## src/rtl/ray_triangle_nearest_hit_top_assert.svh

```systemverilog
// Assertion macros for the nearest ray-triangle hit block.
// Used by ray_triangle_nearest_hit_top; expects i_clk and i_rst_n in scope.
`ifndef RAY_TRIANGLE_NEAREST_HIT_TOP_ASSERT_SVH
`define RAY_TRIANGLE_NEAREST_HIT_TOP_ASSERT_SVH
`ifndef SYNTHESIS
// same-cycle implication
`define RTN_ASSERT_SAME(lbl, ante, cons) \
    lbl: assert property (@(posedge i_clk) disable iff (!i_rst_n) (ante) |-> (cons)) \
        else $error("rtn same-cycle check failed");
// next-cycle implication
`define RTN_ASSERT_NEXT(lbl, ante, cons) \
    lbl: assert property (@(posedge i_clk) disable iff (!i_rst_n) (ante) |=> (cons)) \
        else $error("rtn next-cycle check failed");
`else
`define RTN_ASSERT_SAME(lbl, ante, cons)
`define RTN_ASSERT_NEXT(lbl, ante, cons)
`endif
`endif

```

## src/rtl/rtn_pkg.sv

```systemverilog
// Shared types, codes and sizes for the nearest ray-triangle hit block.
// No dependencies; imported by every module of the block.
package rtn_pkg;

    localparam int TRIANGLES   = 64;
    localparam int COORD_W     = 24;
    localparam int SLOT_W      = 6;
    localparam int COUNT_W     = 7;
    localparam int VROW_DEPTH  = TRIANGLES * 3;
    localparam int VADDR_W     = $clog2(VROW_DEPTH);
    localparam int DIST_W      = 28;
    localparam int MUL_A_W     = 80;
    localparam int MUL_B_W     = 64;
    localparam int MUL_P_W     = 128;
    localparam int MUL_STEP    = 8;
    localparam int DIV_Q_W     = 32;
    localparam int SQ_W        = 64;
    localparam int ROOT_W      = 32;

    localparam logic [DIV_Q_W-1:0] HIT_CAP  = DIV_Q_W'(64'h4000_0000);
    localparam logic [DIST_W-1:0]  DIST_MAX = '1;

    localparam logic REQ_VERTEX = 1'b0;
    localparam logic REQ_RAY    = 1'b1;
    localparam logic [1:0] VERTEX_NONE = 2'd3;

    typedef logic signed [COORD_W-1:0] t_coord;

    typedef struct packed {
        logic                  req_type;
        logic [SLOT_W-1:0]     triangle_slot;
        logic [1:0]            vertex_number;
        logic signed [COORD_W-1:0] coord_x;
        logic signed [COORD_W-1:0] coord_y;
        logic signed [COORD_W-1:0] coord_z;
    } t_req;

    typedef struct packed {
        logic              hit;
        logic [DIST_W-1:0] distance;
    } t_res;

    typedef enum logic [1:0] {
        CFG_ORIGIN_X,
        CFG_ORIGIN_Y,
        CFG_ORIGIN_Z,
        CFG_TRI_COUNT
    } t_cfg_idx;

    typedef enum logic [3:0] {
        S_IDLE,
        S_LOAD,
        S_MUL,
        S_WAIT,
        S_DIV,
        S_DIVW,
        S_SQRT,
        S_SQW,
        S_NEXT,
        S_DONE
    } t_state;

    typedef enum logic [2:0] {
        PH_NORM,
        PH_NUM,
        PH_DEN,
        PH_PROD,
        PH_CU,
        PH_CW,
        PH_SIDE,
        PH_SQ
    } t_phase;

endpackage

```

## src/rtl/rtn_mul.sv

```systemverilog
// Shared signed multiplier, one byte of the second operand per cycle.
// Depends on rtn_pkg.
module rtn_mul (
    input  logic                                 i_clk,
    input  logic                                 i_rst_n,
    input  logic                                 i_start,
    input  logic signed [rtn_pkg::MUL_A_W-1:0]   i_a,
    input  logic signed [rtn_pkg::MUL_B_W-1:0]   i_b,
    output logic                                 o_done,
    output logic signed [rtn_pkg::MUL_P_W-1:0]   o_prod
);
    import rtn_pkg::*;

    localparam int STEPS = MUL_B_W / MUL_STEP;
    localparam int CNT_W = $clog2(STEPS + 1);

    logic [MUL_A_W-1:0]          r_am;
    logic [MUL_B_W-1:0]          r_bm;
    logic                        r_neg;
    logic signed [MUL_P_W-1:0]   r_acc;
    logic [CNT_W-1:0]            r_cnt;
    logic                        r_busy;
    logic                        r_done;
    logic [MUL_A_W+MUL_STEP-1:0] pp;

    // partial product of the magnitude by the top byte
    assign pp = r_am * r_bm[MUL_B_W-1 -: MUL_STEP];

    // control
    always_ff @(posedge i_clk) begin
        if (!i_rst_n) begin
            r_busy <= 1'b0;
            r_done <= 1'b0;
            r_cnt  <= '0;
        end else begin
            r_done <= 1'b0;
            if (i_start) begin
                r_busy <= 1'b1;
                r_cnt  <= CNT_W'(STEPS);
            end else if (r_busy) begin
                if (r_cnt != '0) begin
                    r_cnt <= r_cnt - 1'b1;
                end else begin
                    r_busy <= 1'b0;
                    r_done <= 1'b1;
                end
            end
        end
    end

    // datapath: load magnitudes, shift-accumulate, then apply the sign
    always_ff @(posedge i_clk) begin
        if (i_start) begin
            r_am  <= i_a[MUL_A_W-1] ? MUL_A_W'(-i_a) : MUL_A_W'(i_a);
            r_bm  <= i_b[MUL_B_W-1] ? MUL_B_W'(-i_b) : MUL_B_W'(i_b);
            r_neg <= i_a[MUL_A_W-1] ^ i_b[MUL_B_W-1];
            r_acc <= '0;
        end else if (r_busy) begin
            if (r_cnt != '0) begin
                r_acc <= (r_acc << MUL_STEP) + MUL_P_W'(pp);
                r_bm  <= r_bm << MUL_STEP;
            end else if (r_neg) begin
                r_acc <= -r_acc;
            end
        end
    end

    assign o_done = r_done;
    assign o_prod = r_acc;

endmodule

```

## config.mk

```make
export PLATFORM = sky130hd
export DESIGN_NAME = rtn_mul
export DESIGN_NICKNAME = d
export VERILOG_FILES = /design/src/rtl/ray_triangle_nearest_hit_top_assert.svh /design/src/rtl/rtn_pkg.sv /design/src/rtl/rtn_mul.sv
export SDC_FILE = /design/constraint.sdc
export NUM_CORES = 2
export LEC_CHECK = 0
export ABC_AREA = 0
export BUFFER_PORTS_ARGS = -buffer_cell sky130_fd_sc_hd__buf_2
export CAP_MARGIN = 20
export CORE_ASPECT_RATIO = 0.8
export CORE_MARGIN = 1.5
export CORE_UTILIZATION = 24
export CTS_BUF_LIST = sky130_fd_sc_hd__clkbuf_16
export DETAILED_ROUTE_END_ITERATION = 6
export PLACE_DENSITY = 0.45
export SLEW_MARGIN = 40
export SYNTH_ARGS = -nofsm -noshare
export SYNTH_HDL_FRONTEND = slang
export SYNTH_SLANG_ARGS = --single-unit
```

## constraint.sdc

```tcl
create_clock -name i_clk -period 8.4 [get_ports i_clk]
set_clock_uncertainty 0.1 [all_clocks]
set_input_delay 0.84 -clock i_clk [delete_from_list [all_inputs] [get_ports i_clk]]
set_output_delay 0.84 -clock i_clk [all_outputs]
set_load 0.02 [all_outputs]
```

==> impl_metrics.csv <==
group,metric,value,unit
floorplan,floorplan.die.height,369,um
yosys,ys_warn_count,0,
yosys,postSynthRegisterBits,279,
sta,grt_setup_unrepaired,"false",
yosys,synthCells,4799,
critical_path,cpLargestDelayFamily,"adder cells",
placement,io_buffer_count,275,
critical_path,critical_path.reg2reg.endpoint,"o_prod[115]$_SDFFE_PP0P_",
detailed_routing,post_drt_wl_per_cell,23.0,um
yosys,synth-edff-count,145,
clock_tree,cts_htree_levels,2,
finish,final_net_count,5747,
detailed_routing,detailroute.via_count,36200,
detailed_routing,detail_route.iter0.violations,3288,
clock_tree,cts_inserted_buffers,40,
critical_path,cp-start-kind,"flop",
critical_path,critical_path.endpoint_type,"flop",
yosys,synthArstFlopShare,0,%
placement,placed_cell_area,44100,um^2
yosys,simple_gate_fraction_of_synth_area,22.7,%
sta,drv_slew,0,
hold_path,timing.hold.worst.class,"primary input to flop",
critical_path,cp_cell_sequence,"buf_4 > buf_4 > and2_1 > fa_1 > fa_1 > fa_1 > inv_1 > fa_1 > inv_1 > ha_1 > nand4_1 > nor4_1 > nand2_1 > a2111oi_0 > a221o_1 > nor4_1 > nor2_1 > buf_4 > nand3_1 > or4_1 > o211ai_1",
critical_path,critical_path_arrival,8.42,ns
status,outcome,"finished with violations",
yosys,synth_cell_type_count,83,
clock_tree,clkSinkCount,279,
finish,drive_gt1_share,9.45,%
sta,fin_setup_tns,0,ns
finish,syn2layout_area_growth,13.5,%
global_routing,global_route_wire_length_before_repair,248000,um
global_routing,via_count_of_the_first_global_routing_pass,35800,
critical_path,r2r.worst_path.cells,21,
global_routing,grt_start_max_net_pins,151,
detailed_routing,detail_route.first_pass.iterations,7,
global_routing,overflow_after_grt,0,
run,drv.max_cap_violation_count,0,
hold_path,hold_end,"r_busy$_SDFF_PN0_",
clock_tree,insertion_delay,0.66,ns
detailed_routing,routed_wl,166000,um
critical_path,r2r_slack,0.46,ns
clock_tree,clkTransAtPathRegs,0.06,ns
clock_tree,cts_tree,"done",
global_routing,antenna_found_initial,5,
yosys,postSynthNetCount,5613,
hold_path,worst_hold_startpoint,"i_rst_n",
detailed_routing,post-route-drc-count,1,
clock_tree,clock_path_buffers,3,
global_routing,groute.usage.overall,19.4,%
finish,post-route-cell-area,45600,um^2
floorplan,floorplan.die_area,170000,um^2
yosys,adder_cell_share_of_the_synthesized_area,31.0,%
yosys,synth-seq-area-share,17.5,%
floorplan,start_util,24.1,%
yosys,post_synth_mux_area_share,0.131,%
sta,finalSetupViolations,0,
clock_tree,post_cts.repair.setup_buffers,0,
sta,worst_pin_slew,0.875,ns
finish,final_util,27.4,%
clock_tree,clock_tree.root_cell,"sky130_fd_sc_hd__clkbuf_16",
sta,slew_margin_rel,41.1,%
yosys,main_combinational_cell_family_by_area_after_synthesis,"adder cells",
yosys,avgSynthCellArea,8.36,um^2
critical_path,cpMostUsedCell,"sky130_fd_sc_hd__fa_1",
yosys,syn-cell-area,40100,um^2
critical_path,cp.required,8.88,ns
yosys,yosys.area_share.xor_xnor,5.17,%
yosys,postSynth.topFlopCell,"sky130_fd_sc_hd__edfxtp_1",
hold_path,worstHoldPathCells,2,
clock_tree,post_cts_hold_fix_bufs,0,
sta,timing.final.crit_period,7.94,ns
critical_path,critical_path.max_fanout,48,
floorplan,core_area,166000,um^2
status,failed_checks,"design-rule violations",
placement,gp_routability_congestion,0.955,
critical_path,regToRegStartpoint,"r_bm[59]$_DFFE_PP_",
detailed_routing,antenna_left,0,
yosys,synth_compound_gate_area_share,15.1,%
sta,max_freq,0.126,GHz
sta,final_min_period_over_clock_period,94.6,%
clock_tree,cts_repair_resize_count,0,
critical_path,timing.critical_path.slowest_cell_delay,0.66,ns
floorplan,placement_rows,134,
floorplan,design.portCount,276,
critical_path,crit_path_top_delay_cell,"sky130_fd_sc_hd__a2111oi_0",
floorplan,die_width,460,um
critical_path,criticalPathCategory,"flop to flop",
critical_path,crit_buf_inv,5,
placement,detailedPlacementHpwl,130000,um
critical_path,cp-startpoint,"r_bm[59]$_DFFE_PP_",
sta,hold_viol_final,0,
detailed_routing,routed_via_density,5.02,
finish,fillers,18100,
[kinds of logic after synthesis]
group,after synthesis
AO/OA/AOI/OAI,969
buffers and inverters,893
flip-flops,279
XOR/XNOR,237
adder cells (fa/ha/maj),667
AND/OR/NAND/NOR,1749
multiplexers,5
[metal layers]
layer  global-route usage, %  up-vias  routed length, um
met2                    28.3     1314              69700
met5                       0        -                 14
met3                    3.22      217              11300
met1                    28.8    18300              79200
met4                    6.05        2               5670
li1                        -    16400                  -
[cell type report]
class / count / area [um^2] / area share, %
well taps: 2244 / 2810 / 6.16
diodes: 4 / 10.0 / 0.0220
flip-flops and latches: 279 / 7040 / 15.4
clock buffers: 40 / 1000 / 2.20
repair buffers: 340 / 1960 / 4.31
multi-input cells: 3627 / 29900 / 65.5
inverters: 645 / 2420 / 5.31
clock inverters: 34 / 460 / 1.01
[metrics by stage]
step           hold slack [ns]  cells  worst slack (ns)
2_1_floorplan            0.352   4799              2.25
3_3_place_gp             0.373   7134             0.631
3_5_place_dp             0.387   7135             0.646
4_1_cts                  0.278   7209             0.577
5_1_grt                  0.298   7209             0.273
6_report                 0.325   7213             0.457
[worst max-delay path by stage]
stage | end | slack [ns] | cells after the start
after floorplan | o_prod[121]$_SDFFE_PP0P_ | 2.25 | 20
after global placement | o_prod[115]$_SDFFE_PP0P_ | 0.63 | 21
after detailed placement | o_prod[115]$_SDFFE_PP0P_ | 0.65 | 21
after CTS | o_prod[115]$_SDFFE_PP0P_ | 0.58 | 21
after global routing | o_prod[115]$_SDFFE_PP0P_ | 0.27 | 21
final | o_prod[115]$_SDFFE_PP0P_ | 0.46 | 21
[synthesized netlist by cell type (all sizes together) (54+ instances only)]
cell type  instances  area (um^2)
nor3             106          536
o21ai            240         1200
fa               547        11000
nor4              72          463
nor2             283         1060
nand2            418         1570
nand3             93          470
clkbuf           236          886
ha               120         1500
xor2             108          946
o31ai             57          433
a21oi            296         1480
a21o              54          405
nand4             89          557
edfxtp           145         4350
dfxtp            134         2680
xnor2            129         1130
and2             489         3060
inv              645         2420
[cells in the final DEF, fill, tap and decap left out, types with 102 or more instances in the layout]
master	instances
sky130_fd_sc_hd__inv_1	648
sky130_fd_sc_hd__fa_1	547
sky130_fd_sc_hd__and2_1	488
sky130_fd_sc_hd__nand2_1	416
sky130_fd_sc_hd__a21oi_1	296
sky130_fd_sc_hd__nor2_1	279
sky130_fd_sc_hd__buf_2	272
sky130_fd_sc_hd__o21ai_0	238
sky130_fd_sc_hd__edfxtp_1	145
sky130_fd_sc_hd__dfxtp_1	134
sky130_fd_sc_hd__xnor2_1	129
sky130_fd_sc_hd__ha_1	120
sky130_fd_sc_hd__xor2_1	107
sky130_fd_sc_hd__nor3_1	102
[registers in the layout, summed over array words and instances (netlist names)]
| register | cells |
|---|---|
| r_bm | 64 |
| r_busy | 1 |
| o_prod | 128 |
| r_am | 80 |
| o_done | 1 |
| r_cnt | 4 |
| r_neg | 1 |
Power is not shown: default switching activity piles up to over one toggle a cycle in this logic, so the estimate is an artifact.
