==> src/rtl/ray_triangle_nearest_hit_top_assert.svh <==
// Assertion macros for the nearest ray-triangle hit block.
// Used by ray_triangle_nearest_hit_top; expects i_clk and i_rst_n in scope.
`ifndef RAY_TRIANGLE_NEAREST_HIT_TOP_ASSERT_SVH
`define RAY_TRIANGLE_NEAREST_HIT_TOP_ASSERT_SVH
`ifndef SYNTHESIS
// same-cycle implication
`define RTN_ASSERT_SAME(lbl, ante, cons) \
    lbl: assert property (@(posedge i_clk) disable iff (!i_rst_n) (ante) |-> (cons)) \
        else $error("rtn same-cycle check failed");
// next-cycle implication
`define RTN_ASSERT_NEXT(lbl, ante, cons) \
    lbl: assert property (@(posedge i_clk) disable iff (!i_rst_n) (ante) |=> (cons)) \
        else $error("rtn next-cycle check failed");
`else
`define RTN_ASSERT_SAME(lbl, ante, cons)
`define RTN_ASSERT_NEXT(lbl, ante, cons)
`endif
`endif

==> src/rtl/rtn_pkg.sv <==
// Shared types, codes and sizes for the nearest ray-triangle hit block.
// No dependencies; imported by every module of the block.
package rtn_pkg;

    localparam int TRIANGLES   = 64;
    localparam int COORD_W     = 24;
    localparam int SLOT_W      = 6;
    localparam int COUNT_W     = 7;
    localparam int VROW_DEPTH  = TRIANGLES * 3;
    localparam int VADDR_W     = $clog2(VROW_DEPTH);
    localparam int DIST_W      = 28;
    localparam int MUL_A_W     = 80;
    localparam int MUL_B_W     = 64;
    localparam int MUL_P_W     = 128;
    localparam int MUL_STEP    = 8;
    localparam int DIV_Q_W     = 32;
    localparam int SQ_W        = 64;
    localparam int ROOT_W      = 32;

    localparam logic [DIV_Q_W-1:0] HIT_CAP  = DIV_Q_W'(64'h4000_0000);
    localparam logic [DIST_W-1:0]  DIST_MAX = '1;

    localparam logic REQ_VERTEX = 1'b0;
    localparam logic REQ_RAY    = 1'b1;
    localparam logic [1:0] VERTEX_NONE = 2'd3;

    typedef logic signed [COORD_W-1:0] t_coord;

    typedef struct packed {
        logic                  req_type;
        logic [SLOT_W-1:0]     triangle_slot;
        logic [1:0]            vertex_number;
        logic signed [COORD_W-1:0] coord_x;
        logic signed [COORD_W-1:0] coord_y;
        logic signed [COORD_W-1:0] coord_z;
    } t_req;

    typedef struct packed {
        logic              hit;
        logic [DIST_W-1:0] distance;
    } t_res;

    typedef enum logic [1:0] {
        CFG_ORIGIN_X,
        CFG_ORIGIN_Y,
        CFG_ORIGIN_Z,
        CFG_TRI_COUNT
    } t_cfg_idx;

    typedef enum logic [3:0] {
        S_IDLE,
        S_LOAD,
        S_MUL,
        S_WAIT,
        S_DIV,
        S_DIVW,
        S_SQRT,
        S_SQW,
        S_NEXT,
        S_DONE
    } t_state;

    typedef enum logic [2:0] {
        PH_NORM,
        PH_NUM,
        PH_DEN,
        PH_PROD,
        PH_CU,
        PH_CW,
        PH_SIDE,
        PH_SQ
    } t_phase;

endpackage

==> src/rtl/rtn_div.sv <==
// Restoring divider for the hit-point coordinate, one quotient bit a cycle.
// Depends on rtn_pkg. A quotient of 2^31 or more shows with its top bit set.
module rtn_div (
    input  logic                              i_clk,
    input  logic                              i_rst_n,
    input  logic                              i_start,
    input  logic [rtn_pkg::MUL_P_W-1:0]       i_num,
    input  logic [rtn_pkg::MUL_P_W-1:0]       i_den,
    output logic                              o_done,
    output logic [rtn_pkg::DIV_Q_W-1:0]       o_quot
);
    import rtn_pkg::*;

    localparam int CNT_W = $clog2(DIV_Q_W + 1);

    logic [MUL_P_W-1:0] r_rem;
    logic [MUL_P_W-1:0] r_ds;
    logic [DIV_Q_W-1:0] r_q;
    logic [CNT_W-1:0]   r_cnt;
    logic               r_done;
    logic               ge;

    assign ge = (r_rem >= r_ds);

    // control
    always_ff @(posedge i_clk) begin
        if (!i_rst_n) begin
            r_cnt  <= '0;
            r_done <= 1'b0;
        end else begin
            r_done <= 1'b0;
            if (i_start) begin
                r_cnt <= CNT_W'(DIV_Q_W);
            end else if (r_cnt != '0) begin
                r_cnt <= r_cnt - 1'b1;
                if (r_cnt == CNT_W'(1)) begin
                    r_done <= 1'b1;
                end
            end
        end
    end

    // datapath: compare, subtract, shift divisor down
    always_ff @(posedge i_clk) begin
        if (i_start) begin
            r_rem <= i_num;
            r_ds  <= i_den << (DIV_Q_W - 1);
            r_q   <= '0;
        end else if (r_cnt != '0) begin
            if (ge) begin
                r_rem <= r_rem - r_ds;
            end
            r_q  <= {r_q[DIV_Q_W-2:0], ge};
            r_ds <= r_ds >> 1;
        end
    end

    assign o_done = r_done;
    assign o_quot = r_q;

endmodule

==> config.mk <==
export PLATFORM = sky130hd
export DESIGN_NAME = rtn_div
export DESIGN_NICKNAME = d
export VERILOG_FILES = /design/src/rtl/ray_triangle_nearest_hit_top_assert.svh /design/src/rtl/rtn_pkg.sv /design/src/rtl/rtn_div.sv
export SDC_FILE = /design/constraint.sdc
export NUM_CORES = 1
export LEC_CHECK = 0
export ABC_AREA = 1
export BUFFER_PORTS_ARGS = -buffer_cell sky130_fd_sc_hd__buf_4
export CAP_MARGIN = 20
export CORE_ASPECT_RATIO = 1.5
export CORE_MARGIN = 5
export CORE_UTILIZATION = 61
export CTS_CLUSTER_DIAMETER = 60
export DETAILED_ROUTE_END_ITERATION = 12
export PLACE_DENSITY = 0.81
export RECOVER_POWER = 100
export SYNTH_ARGS = -nofsm -noshare
export SYNTH_HDL_FRONTEND = slang
export SYNTH_SLANG_ARGS = --single-unit
==> constraint.sdc <==
create_clock -name i_clk -period 6.05 [get_ports i_clk]
set_input_delay 1.21 -clock i_clk [delete_from_list [all_inputs] [get_ports i_clk]]
set_output_delay 1.21 -clock i_clk [all_outputs]
set_load 0.02 [all_outputs]
==> flow_summary_export.csv, run 1 <==
group,metric,value,unit
routing,wl_per_cell,18.9,um
routing,ant_nets,0,
critical_path,worstPathCellList,"clkbuf_1, inv_6, nand2_1, buf_12",
placed_design,dp_hpwl,80.6,mm
global_route,grt_max_degree,103,
logic_synthesis,netlist_instances,4423,
critical_path,critPathSlowestCell,"clkbuf_1",
critical_path,path_class,"in -> reg",
power,powerDensity,645,mW/mm^2
finish,area.sequential,0.00816,mm^2
sta,drv_slew,183,
placed_design,place.port_buffers,260,
finish,drive_above_1_share,9.30,%
die,ioPinCount,292,
routing,viasPerCell,5.35,
die,rows,93,
power,netSwitchingPower,10800,uW
finish,multi_input_area,0.0142,mm^2
outcome,status,"finished, violations left",
finish,syn_to_final_growth,12.7,%
critical_path,critPathArrivalTime,4.62,ns
sta,fin_crit,4.36,ns
sta,finalCritPeriodShare,72.1,%
routing,drt-initial-drc-count,2292,
power,p_comb_share,70.8,%
global_route,antenna_found_initial,0,
sta,fmax,229,MHz
cts,cts_setup_buffers,0,
cts,post_cts_resized,0,
logic_synthesis,yosysUniqueCellTypes,35,
routing,num_vias,28000,
critical_path,path_max_fanout,58,
critical_path,cp.required,6.30,ns
power,p_clk_share,10.0,%
global_route,grt.total_usage,39.8,%
placed_design,place_congestion,1.09,
logic_synthesis,ys_seq_area_share,30.9,%
cts,cts_tree,"built",
power,switching_share,56.5,%
logic_synthesis,syn-num-nets,4814,
logic_synthesis,synth_area_leaders,"nand2_1 (26%), edfxtp_1 (26%), inv_1 (14%)",
sta,rsz0062_at_grt,"no",
finish,fin_nets,5035,
global_route,grt_pass1_wl,147,mm
sta,fin_ws,1.69,ns
outcome,violations,"max-capacitance violations, max-slew violations",
cts,cts_hold_buf,0,
finish,diodes,0,
sta,setup-tns-final,0,ns
sta,finalHoldViolCount,0,
cts,h-tree-depth,1,
worst_hold_path,hold_path_class,"reg -> reg",
cts,clock-sinks,295,
sta,setup_viol,0,
critical_path,r2r_setup_slack,2.13,ns
die,die-height,265,um
logic_synthesis,syn_area,0.0264,mm^2
power,intPower,8330,uW
power,seqPwrFrac,19.2,%
finish,fillCellCount,3934,
global_route,grt_pass1_vias,27000,
power,leakage,0.0168,uW
die,fp.dieW,180,um
die,dieArea,0.0476,mm^2
job,drv_cap,3,
logic_synthesis,synth_top_area_share,26.4,%
routing,drc,0,
logic_synthesis,yosys_warnings,0,
sta,slew_headroom,-44.9,%
cts,cts_made_buffers,29,
power,irDropWorstVdd,0.384,mV
cts,ctsLongestPathBuffers,3,
global_route,grt_overflow,0,
cts,clock_latency,0.60,ns
logic_synthesis,yosysTopAreaCell,"nand2_1",
logic_synthesis,syn_avg_cell_area,5.96,um^2
sta,skew,0.0169,ns
cts,clkTransAtPathRegs,0.07,ns
critical_path,worstSetupStartpointType,"input port",
routing,routed_wl,99.2,mm
critical_path,worstSetupEndpointType,"flip-flop",
die,design.core.area,0.0428,mm^2
die,initial_utilization,61.6,%
routing,dr.pass1.iters,7,
placed_design,dp_worst_setup_slack,1.92,ns
cts,cts-root-buf,"clkbuf_16",
logic_synthesis,synth-seq-cells,295,
critical_path,max_stage_delay,1.52,ns
power,p_total,19200,uW
sta,tightestPinTransition,2.17,ns
[worst paths after layout]
path,startpoint,to,depth (start not counted)
worst max-delay path,i_start,r_rem[72],4
worst min-delay path,r_ds[18],r_ds[18],2
worst max register to register,r_rem[0],r_rem[72],19
worst min register to register,r_ds[18],r_ds[18],2
[power groups by stage]
stage	combinational, uW	sequential, uW	clock, uW
after global routing	14700	3740	2000
after global placement	12900	3650	0
final	13600	3680	1910
after CTS	13300	3670	1910
after floorplan	8820	3730	0
after detailed placement	13100	3700	0
[worst max-delay path, delay by kind of cell]
kind | cells | cell delay, ns
simple gates | 1 | 0.78
buf+inv | 3 | 2.46
[layout make-up]
class	instances	area share (%)
clock buffer	42	2.99
clock inverter	12	0.354
inverter	986	12.5
multi-input combinational	3061	47.8
sequential	295	27.5
tap	570	2.40
timing repair buffer	271	6.55
[registers in the layout (all words and copies together) (netlist names)]
name    cells
r_rem     128
r_cnt       6
o_done      1
o_quot     32
r_ds      128
[per-layer routing]
metal	track usage, %	routed length, um	part of all wire (%)	up-vias
li1	-	-	-	13800
met1	40.7	32700	33	12500
met2	71.6	48900	49	1317
met3	4.68	6690	6.7	434
met4	34.2	10800	11	0
met5	0	0	0	-
[Yosys cell counts, drive strengths merged]
cell and number:
clkbuf 69, o21bai 5, and2 5, edfxtp 225, inv 981, a21o 1
nand3b 11, xnor2 44, a21oi 133, nor3 31, ha 131, o31ai 31
fa 1, o21ai 184, a211oi 1, nand3 188, or2 18, buf 12
dfxtp 70, xor2 1, clkinv 5, nand2 1881, nand4 18, nor2 376
o21a 1
[metrics by stage]
| step | std cells | hold slack, ns | area [um^2] | util (%) |
|---|---|---|---|---|
| final | 5237 | 0.479 | 29700 | 69.4 |
| after global placement | 5182 | 0.457 | 28800 | 67.4 |
| after global routing | 5237 | 0.497 | 29700 | 69.4 |
| after floorplan | 4423 | 0.444 | 26400 | - |
| after CTS | 5236 | 0.479 | 29800 | 69.7 |
| after detailed placement | 5182 | 0.466 | 28800 | 67.4 |
[cell families (layout without fill, tap and decap cells)]
kind of cell,count (synthesis),count (layout),synth area share (%)
compound gates,356,356,7.13
fa+ha+maj,132,132,6.29
buf+inv,1067,1311,15.2
xor+xnor,45,45,1.49
simple gates,2528,2528,38.9
flops,295,295,30.9
[layout by cell type (no fill, tap or decap), types with 2 or more instances in the layout]
cell type	instances
or2_2	16
o21ai_0	184
clkinv_1	6
nor2_2	44
ha_1	131
inv_2	31
nand3_2	12
a21oi_1	133
inv_6	3
clkbuf_1	39
nand3b_1	11
nor3_1	22
xnor2_1	44
nor3_2	9
inv_1	951
o21bai_1	5
clkbuf_16	31
nand4_1	18
edfxtp_1	225
buf_4	232
clkinv_2	2
nor2_1	322
buf_12	2
dfxtp_1	70
o31ai_1	31
and2_1	4
or2_1	2
nor2_4	10
nand3_1	176
nand2_1	1854
clkbuf_8	7
nand2_2	27
Note: power is estimated with default switching activity, not from simulation.
==> run 2, diff against run 1 <==
- CORE_UTILIZATION: 61 -> 55
- PLACE_DENSITY: 0.81 -> 0.77
- clock period: 6.05 -> 3.8 ns (I/O delays scaled with it)
==> flow_summary_export.csv, run 2 (synthesized netlist as in run 1, its figures left out) <==
group,metric,value,unit
sta,rsz0062_at_grt,"no",
power,switching_share,55.8,%
sta,drv_slew,245,
cts,clkTransAtPathRegs,0.06,ns
routing,drc,0,
power,p_clk_share,9.8,%
critical_path,worst_r2r_path_depth,19,
cts,clock-sinks,295,
routing,ant_nets,0,
power,irDropWorstVdd,0.543,mV
power,leakage,0.0167,uW
finish,diodes,0,
critical_path,worstSetupEndpointType,"flip-flop",
critical_path,r2r-start,"r_rem[0]",
sta,tightestPinTransition,2.14,ns
global_route,grt.total_usage,34.5,%
routing,drt-initial-drc-count,1978,
routing,routed_wl,94.2,mm
worst_hold_path,hold_depth,3,
critical_path,r2r_end,"r_rem[70]",
critical_path,critPathArrivalTime,3.69,ns
sta,fin_ws,0.374,ns
die,fp.dieW,189,um
critical_path,worstSetupStartpoint,"r_rem[0]",
sta,setup-tns-final,0,ns
die,dieArea,0.0525,mm^2
sta,finalHoldViolCount,0,
routing,dr.pass1.iters,8,
finish,mostFrequentLayoutCells,"nand2_1 (1865), inv_1 (949), nor2_1 (328)",
critical_path,r2r_setup_slack,0.37,ns
sta,slew_headroom,-43.0,%
placed_design,place.port_buffers,260,
critical_path,path_max_fanout,66,
sta,setup_viol,0,
finish,stdcell_count,5272,
outcome,status,"finished, violations left",
cts,cts_setup_buffers,0,
worst_hold_path,hold_path.startpoint,"i_rst_n",
worst_hold_path,hold_path_class,"in -> reg",
global_route,grt_max_degree,189,
outcome,violations,"max-capacitance violations, max-slew violations",
power,netSwitchingPower,16500,uW
global_route,grt_pass1_vias,25600,
sta,fmax,292,MHz
critical_path,path_class,"reg -> reg",
power,seqPwrFrac,19.6,%
placed_design,place_congestion,1.11,
cts,clock_latency,0.60,ns
power,p_total,29600,uW
cts,h-tree-depth,1,
routing,wl_per_cell,17.9,um
global_route,grt_pass1_wl,140,mm
global_route,antenna_found_initial,1,
job,drv_cap,2,
cts,cts-root-buf,"clkbuf_16",
routing,num_vias,26900,
sta,fin_crit,3.43,ns
sta,finalCritPeriodShare,90.2,%
power,p_comb_share,70.6,%
worst_hold_path,holdPathEnd,"r_cnt[5]",
die,die-height,278,um
critical_path,cp.required,4.07,ns
sta,skew,0.0250,ns
power,intPower,13100,uW
cts,cts_tree,"built",
cts,ctsLongestPathBuffers,3,
placed_design,dp_worst_setup_slack,0.626,ns
placed_design,place_inst,5218,
die,ioPinCount,292,
routing,viasPerCell,5.11,
finish,stdcell_area,0.0296,mm^2
cts,cts_made_buffers,29,
finish,drive_above_1_share,8.67,%
finish,syn_to_final_growth,12.3,%
die,rows,98,
placed_design,placed_cell_area,0.0290,mm^2
die,design.core.area,0.0476,mm^2
cts,cts_hold_buf,0,
finish,fin_nets,5040,
cts,post_cts_resized,0,
global_route,grt_overflow,0,
die,initial_utilization,55.4,%
finish,layout_commonest_cell,"nand2_1",
placed_design,dp_hpwl,78.3,mm
power,powerDensity,1000,mW/mm^2
critical_path,worstSetupStartpointType,"flip-flop",
## run 2: cell types whose count changed in the layout (fill, tap and decap cells not counted), sizes merged
| cell | change |
|---|---|
| bufinv | +1 |
| clkbuf | +3 |
| clkinv | +6 |
| clkinvlp | -1 |
| inv | -4 |
## run 2: per-layer routing
| layer | wire [um] | vias up | GRT usage, % |
|---|---|---|---|
| met5 | 0 | - | 0 |
| met4 | 7570 | 0 | 22.6 |
| met3 | 5480 | 263 | 4.42 |
| met2 | 47200 | 851 | 63.0 |
| met1 | 34000 | 12000 | 37.2 |
| li1 | - | 13800 | - |
## run 2: power groups by stage
stage	Sequential, uW	Clock (uW)	Combinational (uW)
after floorplan	5890	0	14100
after global placement	5790	0	20600
after detailed placement	5860	0	20700
after CTS	5800	2930	20900
after global routing	5930	3080	23100
final	5810	2910	20900
## run 2: area by class of cell
class / instances / area [um^2]
timing repair buffer: 276 / 1960
sequential: 295 / 8160
clock buffer: 40 / 808
clock inverter: 14 / 125
tap: 600 / 751
inverter: 986 / 3710
fill: 4831 / 18000
multi-input combinational: 3061 / 14100
## run 2: through the flow
| step | hold slack, ns | util, % |
|---|---|---|
| after floorplan | 0.444 | - |
| after global routing | 0.375 | 62.3 |
| after CTS | 0.359 | 62.9 |
| after detailed placement | 0.464 | 60.9 |
| after global placement | 0.455 | 60.9 |
| final | 0.383 | 62.3 |
## run 2: critical path, cell delays in order (launching register included)
cell and delay [ns]:
edfxtp_1 0.35, inv_1 0.06, ha_1 0.15, inv_1 0.06
fa_1 0.46, nand3_1 0.10, nand3_1 0.15, nand2_1 0.09
nand2_1 0.15, nand2_1 0.10, nand2_1 0.11, nand2_1 0.08
nand2_1 0.13, nand2_1 0.09, nand2_1 0.22, nand2_1 0.13
nand3_1 0.10, nand2_1 0.13, nand2_4 0.08, buf_12 0.23
## run 2: worst max-delay path by stage
stage,cells past startpoint,to
global route,19,r_rem[70]
finish,19,r_rem[70]
CTS,19,r_rem[70]
detailed placement,19,r_rem[71]
global placement,19,r_rem[64]
floorplan,4,r_ds[100]
