## src/rtl/ray_triangle_nearest_hit_top_assert.svh

```systemverilog
// Assertion macros for the nearest ray-triangle hit block.
// Used by ray_triangle_nearest_hit_top; expects i_clk and i_rst_n in scope.
`ifndef RAY_TRIANGLE_NEAREST_HIT_TOP_ASSERT_SVH
`define RAY_TRIANGLE_NEAREST_HIT_TOP_ASSERT_SVH
`ifndef SYNTHESIS
// same-cycle implication
`define RTN_ASSERT_SAME(lbl, ante, cons) \
    lbl: assert property (@(posedge i_clk) disable iff (!i_rst_n) (ante) |-> (cons)) \
        else $error("rtn same-cycle check failed");
// next-cycle implication
`define RTN_ASSERT_NEXT(lbl, ante, cons) \
    lbl: assert property (@(posedge i_clk) disable iff (!i_rst_n) (ante) |=> (cons)) \
        else $error("rtn next-cycle check failed");
`else
`define RTN_ASSERT_SAME(lbl, ante, cons)
`define RTN_ASSERT_NEXT(lbl, ante, cons)
`endif
`endif

```

## src/rtl/rtn_pkg.sv

```systemverilog
// Shared types, codes and sizes for the nearest ray-triangle hit block.
// No dependencies; imported by every module of the block.
package rtn_pkg;

    localparam int TRIANGLES   = 64;
    localparam int COORD_W     = 24;
    localparam int SLOT_W      = 6;
    localparam int COUNT_W     = 7;
    localparam int VROW_DEPTH  = TRIANGLES * 3;
    localparam int VADDR_W     = $clog2(VROW_DEPTH);
    localparam int DIST_W      = 28;
    localparam int MUL_A_W     = 80;
    localparam int MUL_B_W     = 64;
    localparam int MUL_P_W     = 128;
    localparam int MUL_STEP    = 8;
    localparam int DIV_Q_W     = 32;
    localparam int SQ_W        = 64;
    localparam int ROOT_W      = 32;

    localparam logic [DIV_Q_W-1:0] HIT_CAP  = DIV_Q_W'(64'h4000_0000);
    localparam logic [DIST_W-1:0]  DIST_MAX = '1;

    localparam logic REQ_VERTEX = 1'b0;
    localparam logic REQ_RAY    = 1'b1;
    localparam logic [1:0] VERTEX_NONE = 2'd3;

    typedef logic signed [COORD_W-1:0] t_coord;

    typedef struct packed {
        logic                  req_type;
        logic [SLOT_W-1:0]     triangle_slot;
        logic [1:0]            vertex_number;
        logic signed [COORD_W-1:0] coord_x;
        logic signed [COORD_W-1:0] coord_y;
        logic signed [COORD_W-1:0] coord_z;
    } t_req;

    typedef struct packed {
        logic              hit;
        logic [DIST_W-1:0] distance;
    } t_res;

    typedef enum logic [1:0] {
        CFG_ORIGIN_X,
        CFG_ORIGIN_Y,
        CFG_ORIGIN_Z,
        CFG_TRI_COUNT
    } t_cfg_idx;

    typedef enum logic [3:0] {
        S_IDLE,
        S_LOAD,
        S_MUL,
        S_WAIT,
        S_DIV,
        S_DIVW,
        S_SQRT,
        S_SQW,
        S_NEXT,
        S_DONE
    } t_state;

    typedef enum logic [2:0] {
        PH_NORM,
        PH_NUM,
        PH_DEN,
        PH_PROD,
        PH_CU,
        PH_CW,
        PH_SIDE,
        PH_SQ
    } t_phase;

endpackage

```

## src/rtl/rtn_sqrt.sv

```systemverilog
// Integer square root, one result bit a cycle.
// Depends on rtn_pkg.
module rtn_sqrt (
    input  logic                          i_clk,
    input  logic                          i_rst_n,
    input  logic                          i_start,
    input  logic [rtn_pkg::SQ_W-1:0]      i_val,
    output logic                          o_done,
    output logic [rtn_pkg::ROOT_W-1:0]    o_root
);
    import rtn_pkg::*;

    localparam int CNT_W = $clog2(ROOT_W + 1);

    logic [SQ_W-1:0]  r_v;
    logic [SQ_W-1:0]  r_r;
    logic [SQ_W-1:0]  r_bit;
    logic [CNT_W-1:0] r_cnt;
    logic             r_done;
    logic [SQ_W-1:0]  trial;

    assign trial = r_r + r_bit;

    // control
    always_ff @(posedge i_clk) begin
        if (!i_rst_n) begin
            r_cnt  <= '0;
            r_done <= 1'b0;
        end else begin
            r_done <= 1'b0;
            if (i_start) begin
                r_cnt <= CNT_W'(ROOT_W);
            end else if (r_cnt != '0) begin
                r_cnt <= r_cnt - 1'b1;
                if (r_cnt == CNT_W'(1)) begin
                    r_done <= 1'b1;
                end
            end
        end
    end

    // datapath: try the next bit pair
    always_ff @(posedge i_clk) begin
        if (i_start) begin
            r_v   <= i_val;
            r_r   <= '0;
            r_bit <= SQ_W'(1) << (SQ_W - 2);
        end else if (r_cnt != '0) begin
            if (r_v >= trial) begin
                r_v <= r_v - trial;
                r_r <= (r_r >> 1) + r_bit;
            end else begin
                r_r <= r_r >> 1;
            end
            r_bit <= r_bit >> 2;
        end
    end

    assign o_done = r_done;
    assign o_root = r_r[ROOT_W-1:0];

endmodule

```

## config.mk

```make
export PLATFORM = sky130hd
export DESIGN_NAME = rtn_sqrt
export DESIGN_NICKNAME = d
export VERILOG_FILES = /design/src/rtl/ray_triangle_nearest_hit_top_assert.svh /design/src/rtl/rtn_pkg.sv /design/src/rtl/rtn_sqrt.sv
export SDC_FILE = /design/constraint.sdc
export NUM_CORES = 1
export LEC_CHECK = 0
export ABC_CLOCK_PERIOD_IN_PS = 17100
export BUFFER_PORTS_ARGS = -buffer_cell sky130_fd_sc_hd__buf_4
export CAP_MARGIN = 20
export CORE_MARGIN = 2
export CORE_UTILIZATION = 55
export CTS_BUF_LIST = sky130_fd_sc_hd__clkbuf_4
export CTS_CLUSTER_SIZE = 24
export DETAILED_ROUTE_END_ITERATION = 10
export GPL_TIMING_DRIVEN = 0
export PLACE_DENSITY_LB_ADDON = 0.08
export SLEW_MARGIN = 20
export SYNTH_ARGS = -nofsm -noshare
export SYNTH_HDL_FRONTEND = slang
export SYNTH_SLANG_ARGS = --single-unit
```

## constraint.sdc

```tcl
create_clock -name i_clk -period 17.1 [get_ports i_clk]
set_input_delay 0 -clock i_clk [delete_from_list [all_inputs] [get_ports i_clk]]
set_output_delay 0 -clock i_clk [all_outputs]
set_load 0.02 [all_outputs]
```

==> results.cfg, run 1 <==
[run_status]
status = finished clean

[detailed_routing]
avgViaCountPerCell = 6.24
wl_met2_mm = 24.0
ant_nets = 0
wl_met3_mm = 3.90
drc_errors = 0
wirelength_mm = 51.8
wl_met1_mm = 21.9
dr.first_iter.drc_count = 1492
first_pass_iters = 7
wl_per_cell_um = 20.1
via_count = 16078
maxUsedRoutingLayer = met4

[worst_setup_path]
worst_r2r_path_depth = 25
path_max_fanout = 20
crit_buf_inv = 5
slowest_delay_ns = 0.86
cp_slowest_cell = o31ai_1
worst-setup-path-type = reg2reg
worstPathRequired_ns = 17.46
rr_endpoint = r_v[29]$_DFFE_PP_
cpMostUsedCell = nand2_1
critical_path.startpoint_type = flip-flop
end_kind = flip-flop
regToRegStartpoint = r_bit[0]$_SDFFE_PP0P_
path_delay_family = compound AO/OA/AOI/OAI gates
crit_start = r_bit[0]$_SDFFE_PP0P_
r2r_slack_ns = 9.27
cp.depth = 25
endpoint = r_v[29]$_DFFE_PP_
critPathArrivalTime_ns = 8.18

[synth]
syn_inst = 2000
synthAdderAreaFrac_pct = 10.9
synth.area.mux_share_pct = 0.611
synth_edf_count = 64
yosys.area.top_type_share_pct = 13.4
async_flop_share_pct = 0
ys_ff_latch = 167
synth_area_leaders = dfxtp_1 13%, edfxtp_1 13%, ha_1 11%
synth_xor_area_share_pct = 8.73
avgSynthCellArea_um2 = 7.68
synth_warnings = 0
synth_top_family_by_area = compound AO/OA/AOI/OAI gates
ys_top_cells_by_count = 325 x nand2_1, 173 x a21oi_1, 159 x nor2_1, 138 x o21ai_0, 132 x ha_1
synth_top_area_cell = dfxtp_1
ys_types = 85
yosys.area_share.simple_pct = 21.2
synth_compound_area_share_pct = 27.3
yosys.cell_count.top_type = nand2_1
synth_nets = 2200
seq_area_frac_synth_pct = 25.9
syn-cell-area_mm2 = 0.0154
synth_ff_type = dfxtp_1

[floorplan]
die-height_um = 171
dieWidth_um = 171
ios = 100
core_mm2 = 0.0276
dieArea_mm2 = 0.0293
start_util_pct = 55.6
rows = 61

[power_and_ir_drop]
clock_power_share_pct = 7.2
ir_drop_mv = 0.112
p_total_mw = 3.67
netSwitchingFraction_pct = 53.5
p_per_area_mw_per_mm2 = 209
p_seq_share_pct = 21.0
power_leakage_nw = 6.84
p_sw_mw = 1.96
intPower_mw = 1.71
pwr-share-comb_pct = 71.8

[clocking]
clk_latency_ns = 0.65
clockBufferDepth = 2
post-cts-setup-buffers = 0
cts_buffers = 17
cts.htree.levels = 4
cts_tree = done
path_clk_slew_ns = 0.14
cts_root_buf = clkbuf_4
cts.sinks = 167

[sta]
fin_crit_sh_pct = 45.8
setup_viol = 0
fin_tns_setup_ns = 0
fin_skew_ns = 0.0288
hold_ws_ns = 0.140
rsz0062_at_grt = false
fmax_mhz = 128
hold_viol_final = 0
slew_headroom_pct = 31.6
worstMarginPinSlew_ns = 1.02
fin_crit_ns = 7.83
drv_slew = 0

[final_layout]
layout-drive-gt1-share_pct = 9.97
fin_nets = 2385
seq_area_mm2 = 0.00398
nFillCells = 2543
utilization_pct = 63.7
multiInputGateArea_mm2 = 0.0106
synthToLayoutAreaGrowth_pct = 14.6

[global_route]
grt_usage_pct = 35.2
grt_max_degree = 23
grt-ovfl-total = 0
antenna_found_initial = 1
grt_pass1_vias = 14905
grt_pass1_wl_mm = 80.0

[worst_hold_path]
hold_class = in2reg
min_path_cells = 3

[placed_design]
place_congestion = 0.995
dpl.hpwl_mm = 39.6
io_buffer_count = 98

[flow_run]
cap_violations = 0
[metal layers]
layer  global-route usage [%]  vias to the layer above
li1                         -                     7654
met1                     45.9                     7513
met2                     58.6                      774
met3                     4.93                      137
met4                     14.7                        0
met5                        0                        -
[final cells by class]
cell class | instances | area share [%]
inverters | 43 | 0.917
repair buffers | 166 | 8.35
clock inverters | 10 | 0.725
clock buffers | 21 | 0.896
well taps | 378 | 2.69
flip-flops and latches | 167 | 22.6
multi-input cells | 1658 | 60.0
diodes | 2 | 0.0284
plain buffers | 132 | 3.74
[stage by stage]
stage	std cells	cell area (um^2)	setup WS, ns
final	2577	17600	9.27
after global routing	2577	17600	8.79
after CTS	2575	17600	9.37
after detailed placement	2479	16700	9.41
after global placement	2476	16600	2.69
after floorplan	2000	15400	7.86
[timing repair]
item,in CTS,in global routing
hold endpoints to repair,71,0
gates resized for setup,0,0
hold buffers,65,0
[worst reg2reg max path, delay by kind of cell, from the launching register on]
kind / cells / cell delay, ns
AO/OA/AOI/OAI: 7 / 3.48
XOR/XNOR: 1 / 0.09
adder cells (fa/ha/maj): 3 / 0.66
buffers and inverters: 5 / 1.33
flip-flops: 1 / 0.42
AND/OR/NAND/NOR: 9 / 1.57
[how the worst min path moves through the flow]
stage,start,end,slack [ns]
finish,i_start,r_v[47]$_DFFE_PP_,0.14
floorplan,i_rst_n,r_cnt[0]$_SDFFE_PP0P_,0.15
detailed placement,i_val[4],r_v[4]$_DFFE_PP_,0.28
global placement,i_val[33],r_v[33]$_DFFE_PP_,0.28
global route,i_val[5],r_v[5]$_DFFE_PP_,0.17
CTS,i_start,r_v[43]$_DFFE_PP_,0.11
[power groups by stage]
stage                     Clock (mW)  Combinational [mW]  Sequential [mW]
after floorplan                    0                1.87            0.727
after global placement             0                2.49            0.795
after detailed placement           0                2.55            0.775
after CTS                      0.262                2.58            0.767
after global routing           0.275                2.86            0.789
final                          0.263                2.64            0.772
[kinds of logic after synthesis]
logic type,count (synthesis)
AND/OR/NAND/NOR,717
AO/OA/AOI/OAI,646
buffers and inverters,175
flip-flops,167
XOR/XNOR,153
adder cells (fa/ha/maj),133
multiplexers,9
[registers in the layout (all words and copies together) (netlist names)]
name,flops
r_v,64
r_bit,32
o_done,1
r_cnt,6
r_r,64
[cell usage in the layout, fill, tap and decap left out, types with 17 or more instances in the layout]
master         instances
a211oi_1              40
a21o_1                36
a21oi_1              173
a311oi_1              22
a31oi_1               54
buf_4                130
clkbuf_1              83
clkbuf_4              21
dfxtp_1              103
dlygate4sd3_1         65
edfxtp_1              64
ha_1                 132
inv_1                 43
nand2_1              325
nand2b_1              17
nand3_1               24
nand4_1               43
nor2_1               159
nor2b_1               20
nor3_1                44
o211ai_1              17
o21a_1                21
o21ai_0              137
o21bai_1              41
or3_1                 26
xnor2_1               75
xor2_1                78
Note: power is estimated with default switching activity, not from simulation.
==> run 2: changes to the inputs <==
Settings changed: ABC_CLOCK_PERIOD_IN_PS 17100 to 8200.
Clock period 17.1 ns to 8.2 ns, I/O delays scaled along.
==> run 2 against run 1 <==
Critical path depth decreased by 1; core utilization decreased by 0.10 points; power increased by 110%; clock skew decreased by 0.0040 ns; sequential share of layout area about the same; wire length decreased by 2.1%; via count decreased by 0.73%; register-to-register slack got worse by 8.8 ns; die area unchanged; sequential power increased by 110%; worst hold slack improved by 0.017 ns; worst setup slack got worse by 8.8 ns; largest power group unchanged.
==> results.cfg, run 2 (synthesis results as in run 1) <==
[run_status]
status = finished clean

[clocking]
clk_latency_ns = 0.63
cts_tree = done
path_clk_slew_ns = 0.16
clockBufferDepth = 2
cts_buffers = 17
cts.sinks = 167
cts.htree.levels = 4
cts_root_buf = clkbuf_4

[placed_design]
placed_cells = 2479
place_area_mm2 = 0.0167
place_congestion = 0.989
io_buffer_count = 98
dpl.hpwl_mm = 38.5

[worst_hold_path]
hold_end = r_v[46]$_DFFE_PP_
min_path_cells = 3
hold_class = in2reg
hold_start = i_start

[detailed_routing]
via_count = 15960
avgViaCountPerCell = 6.20
drc_errors = 0
first_pass_iters = 6
wirelength_mm = 50.8
dr.first_iter.drc_count = 1585
wl_per_cell_um = 19.7
ant_nets = 0

[worst_setup_path]
critical_path.startpoint_type = flip-flop
end_kind = flip-flop
worstPathRequired_ns = 8.59
cp_cell_sequence = ha_1, nand2_1, o31ai_1, nand2_1, a21oi_1, nor2_1, o31ai_1, a31oi_1, nor3b_1, o21ai_0, xor2_1, ha_1, a21o_1, a21o_1, a21oi_1, o21ai_0, a221oi_1, o21ai_1, nor2_2, buf_6, clkbuf_1, o21ai_4, buf_16, buf_16
critPathArrivalTime_ns = 8.12
r2r_slack_ns = 0.47
path_delay_family = compound AO/OA/AOI/OAI gates
slowest_delay_ns = 0.86
cp_slowest_cell = o31ai_1
regToRegStartpoint = r_r[6]$_SDFFE_PP0P_
worst-setup-path-type = reg2reg
rr_endpoint = r_v[30]$_DFFE_PP_
crit_buf_inv = 4
worst_r2r_path_depth = 24
path_max_fanout = 20

[flow_run]
cap_violations = 0

[final_layout]
multiInputGateArea_mm2 = 0.0106
finalInstanceArea_mm2 = 0.0176
final_common_cell = nand2_1
final_cell_mix = 325 x nand2_1, 173 x a21oi_1, 159 x nor2_1, 137 x o21ai_0, 132 x ha_1
top_regs = r_r x64, r_v x64, r_bit x32
seq_area_mm2 = 0.00398
finalNonFillerCells = 2576
layout-drive-gt1-share_pct = 9.92
fin_nets = 2385
synthToLayoutAreaGrowth_pct = 14.4
nFillCells = 2542
utilization_pct = 63.6

[global_route]
antenna_found_initial = 1
grt-ovfl-total = 0
grt_pass1_wl_mm = 79.0
grt_pass1_vias = 14917
grt_usage_pct = 34.6
grt_max_degree = 24

[floorplan]
start_util_pct = 55.6
rows = 61
dieWidth_um = 171
ios = 100
die-height_um = 171
dieArea_mm2 = 0.0293
core_mm2 = 0.0276

[sta]
fmax_mhz = 129
fin_skew_ns = 0.0247
fin_crit_ns = 7.73
drv_slew = 0
worstMarginPinSlew_ns = 1.08
fin_crit_sh_pct = 94.3
slew_headroom_pct = 27.4
fin_tns_setup_ns = 0
hold_viol_final = 0
rsz0062_at_grt = false
setup_viol = 0

[power_and_ir_drop]
ir_drop_mv = 0.234
power_leakage_nw = 6.82
p_per_area_mw_per_mm2 = 431
run 2: cell types whose count changed in the layout (fill, tap and decap cells not counted), sizes merged:
cell	before	now
clkbuf	104	100
diode	2	1
bufinv	3	2
clkinv	4	9
run 2: area by class of cell:
cell class                      instances  area share, %
Antenna cell                            1         0.0142
Buffer                                132           3.75
Clock buffer                           17          0.726
Clock inverter                         14          0.755
Inverter                               43          0.918
Multi-Input combinational cell       1658           60.1
Sequential cell                       167           22.7
Tap cell                              378           2.69
Timing Repair Buffer                  166           8.36
run 2: how the worst max path moves through the flow:
stage / start / end / slack, ns / cells after the start
after floorplan: r_r[2]$_SDFFE_PP0P_ / r_v[0]$_DFFE_PP_ / 0.69 / 23
after global placement: r_r[0]$_SDFFE_PP0P_ / r_v[29]$_DFFE_PP_ / -3.34 / 23
after detailed placement: r_r[0]$_SDFFE_PP0P_ / r_v[30]$_DFFE_PP_ / 0.75 / 25
after CTS: r_r[0]$_SDFFE_PP0P_ / r_v[37]$_DFFE_PP_ / 0.69 / 25
after global routing: r_r[0]$_SDFFE_PP0P_ / r_v[49]$_DFFE_PP_ / 0.17 / 25
final: r_r[6]$_SDFFE_PP0P_ / r_v[30]$_DFFE_PP_ / 0.47 / 24
run 2: layer usage:
layer	GRT usage [%]	wire [um]	up-vias
li1	-	-	7671
met1	44.4	21600	7473
met2	57.8	23500	699
met3	5.76	3780	117
met4	13.8	1880	0
met5	0	0	-
run 2: worst reg2reg max path, stage by stage, from the launching register on:
cell and delay [ns]:
dfxtp_1 0.42, ha_1 0.36, nand2_1 0.08, o31ai_1 0.86
nand2_1 0.21, a21oi_1 0.45, nor2_1 0.18, o31ai_1 0.76
a31oi_1 0.27, nor3b_1 0.27, o21ai_0 0.12, xor2_1 0.19
ha_1 0.23, a21o_1 0.18, a21o_1 0.17, a21oi_1 0.16
o21ai_0 0.16, a221oi_1 0.32, o21ai_1 0.15, nor2_2 0.42
buf_6 0.24, clkbuf_1 0.62, o21ai_4 0.25, buf_16 0.25
buf_16 0.20
run 2: where the power goes:
part | internal [mW] | switching [mW] | leakage, nW | total [mW]
clock network | 0.177 | 0.320 | 0.151 | 0.497
logic | 2.06 | 3.40 | 5.18 | 5.46
registers | 1.28 | 0.333 | 1.50 | 1.61
run 2: what timing repair did:
action                    4_1_cts  5_1_grt
hold buffers                   65        0
hold endpoints to repair       71        0
buffers inserted                0        0
resized for setup               0        0
run 2: metrics by stage:
step | hold slack, ns | setup WS (ns) | power [mW]
2_1_floorplan | 0.150 | 0.692 | 5.40
6_report | 0.157 | 0.468 | 7.57
5_1_grt | 0.179 | 0.167 | 8.13
3_3_place_gp | 0.275 | -3.34 | 6.80
4_1_cts | 0.129 | 0.693 | 7.45
3_5_place_dp | 0.282 | 0.749 | 6.91
==> run 3: changes to the inputs <==
Settings changed: CORE_UTILIZATION 55 to 45.
==> run 3 against run 2 <==
Clock-buffer cell count rose by 1; critical path depth did not move; global-route usage fell by 4.7 points; core utilization fell by 11 points; sequential share of layout area fell by 0.16 points; critical endpoint is now r_v[31]$_DFFE_PP_.
==> results.cfg, run 3 (synthesis results as in run 1) <==
[run_status]
status = finished clean

[floorplan]
die-height_um = 189
dieArea_mm2 = 0.0356
dieWidth_um = 189
rows = 67
core_mm2 = 0.0335
start_util_pct = 45.8
ios = 100

[clocking]
clk_latency_ns = 0.62
cts.sinks = 167
clockBufferDepth = 2
cts_buffers = 17
cts.htree.levels = 4
cts_root_buf = clkbuf_4
path_clk_slew_ns = 0.16
cts_tree = done

[placed_design]
io_buffer_count = 98
place_area_mm2 = 0.0167
place_congestion = 0.944
dpl.hpwl_mm = 41.1

[sta]
slew_headroom_pct = 26.7
fmax_mhz = 130
worstMarginPinSlew_ns = 1.10
rsz0062_at_grt = false
drv_slew = 0
fin_crit_sh_pct = 93.9
setup_viol = 0
hold_viol_final = 0
hold_ws_ns = 0.179
fin_skew_ns = 0.0316
fin_crit_ns = 7.70

[worst_setup_path]
critical_path.startpoint_type = flip-flop
rr_endpoint = r_v[31]$_DFFE_PP_
cp_slowest_cell = o31ai_1
path_max_fanout = 22
worst-setup-path-type = reg2reg
worst_r2r_path_depth = 24
slowest_delay_ns = 0.78
cp_cell_sequence = ha_1, nand2_1, o31ai_2, nand2_1, a21oi_1, nor2_1, o31ai_1, a31oi_1, nand2_1, xnor2_1, ha_1, clkbuf_1, nand2_1, nor2_1, nand2_1, nor2_1, nand2_1, a2111oi_4, nor2_2, buf_6, clkbuf_1, o21ai_4, buf_16, buf_16
critPathArrivalTime_ns = 8.03
worstPathRequired_ns = 8.54
end_kind = flip-flop
regToRegStartpoint = r_r[6]$_SDFFE_PP0P_
cpMostUsedCell = nand2_1
r2r_slack_ns = 0.50

[global_route]
grt_usage_pct = 29.9
antenna_found_initial = 1
grt-ovfl-total = 0
grt_pass1_vias = 15057
grt_pass1_wl_mm = 83.2
grt_max_degree = 25

[detailed_routing]
dr.first_iter.drc_count = 1361
wl_per_cell_um = 20.1
ant_nets = 0
avgViaCountPerCell = 5.92
via_count = 15670
wirelength_mm = 53.3
first_pass_iters = 7
drc_errors = 0

[worst_hold_path]
hold_class = in2reg
hold_start = i_val[54]
min_path_cells = 4
hold_end = r_v[54]$_DFFE_PP_

[power_and_ir_drop]
pwr-share-comb_pct = 71.8
clock_power_share_pct = 7.1
power_leakage_nw = 6.84
p_seq_share_pct = 21.1
intPower_mw = 3.55
ir_drop_mv = 0.234
p_per_area_mw_per_mm2 = 432
p_sw_mw = 4.10
netSwitchingFraction_pct = 53.6

[final_layout]
fin_nets = 2385
layout-drive-gt1-share_pct = 10.0
final_common_cell = nand2_1
top_regs = r_r x64, r_v x64, r_bit x32
final_cell_mix = 325 x nand2_1, 173 x a21oi_1, 159 x nor2_1, 137 x o21ai_0, 132 x ha_1
synthToLayoutAreaGrowth_pct = 15.2
finalInstanceArea_mm2 = 0.0177

[flow_run]
cap_violations = 0
-- run 3: cell count changes in the layout (fill, tap and decap cells not counted), sizes merged --
cell / change
clkinv: -1
bufinv: +1
inv: -1
clkbuf: +1
-- run 3: stage by stage --
stage	TNS [ns]	power, mW	cells	utilization (%)	setup WS (ns)
floorplan	0	5.40	2000	-	0.692
global placement	-244.66	6.92	2546	49.7	-3.83
detailed placement	0	6.99	2549	49.9	0.338
CTS	0	7.58	2645	52.8	0.314
global route	0	8.25	2646	52.8	0.0978
finish	0	7.65	2646	52.8	0.504
-- run 3: layer usage --
layer	vias up	GRT usage [%]	share of wire, %
met5	-	0	0
met4	0	10.2	3.0
met3	82	4.77	6.0
met2	525	50.9	47
met1	7394	38.4	44
li1	7669	-	-
-- run 3: layout make-up --
| cell class | count | area (um^2) |
|---|---|---|
| tap | 448 | 561 |
| timing repair buffer | 166 | 1470 |
| clock inverter | 13 | 155 |
| inverter | 43 | 161 |
| buffer | 132 | 658 |
| antenna | 1 | 2.50 |
| multi-input combinational | 1658 | 10600 |
| clock buffer | 18 | 135 |
| sequential | 167 | 3980 |
| fill | 3325 | 15800 |
-- run 3: repair_timing --
item	CTS	global route
buffers inserted	0	0
hold endpoints to repair	71	0
hold buffers	65	0
gates resized for setup	0	1
setup endpoints to repair	0	46
-- run 3: worst max path at each step --
stage	start	end	slack (ns)	depth (start not counted)
floorplan	r_r[2]$_SDFFE_PP0P_	r_v[0]$_DFFE_PP_	0.69	23
global placement	r_r[0]$_SDFFE_PP0P_	r_v[33]$_DFFE_PP_	-3.83	23
detailed placement	r_r[0]$_SDFFE_PP0P_	r_v[33]$_DFFE_PP_	0.34	25
CTS	r_r[0]$_SDFFE_PP0P_	r_v[22]$_DFFE_PP_	0.31	25
global route	r_r[0]$_SDFFE_PP0P_	r_v[22]$_DFFE_PP_	0.1	25
finish	r_r[6]$_SDFFE_PP0P_	r_v[31]$_DFFE_PP_	0.50	24
-- run 3: power groups by stage --
stage | Sequential, mW | Clock [mW] | Combinational (mW)
2_1_floorplan | 1.51 | 0 | 3.90
3_3_place_gp | 1.65 | 0 | 5.27
3_5_place_dp | 1.63 | 0 | 5.36
4_1_cts | 1.61 | 0.554 | 5.42
5_1_grt | 1.65 | 0.584 | 6.01
6_report | 1.61 | 0.543 | 5.49
-- run 3: critical path: cells and delay by family, from the launching register on --
| kind | cells | cell delay, ns |
|---|---|---|
| DFF | 1 | 0.42 |
| AOI/OAI and AO/OA | 6 | 3.22 |
| buffers and inverters | 5 | 1.32 |
| adders and majority gates | 2 | 0.65 |
| xor gates and xnor gates | 1 | 0.10 |
| and+or+nand+nor | 10 | 1.63 |
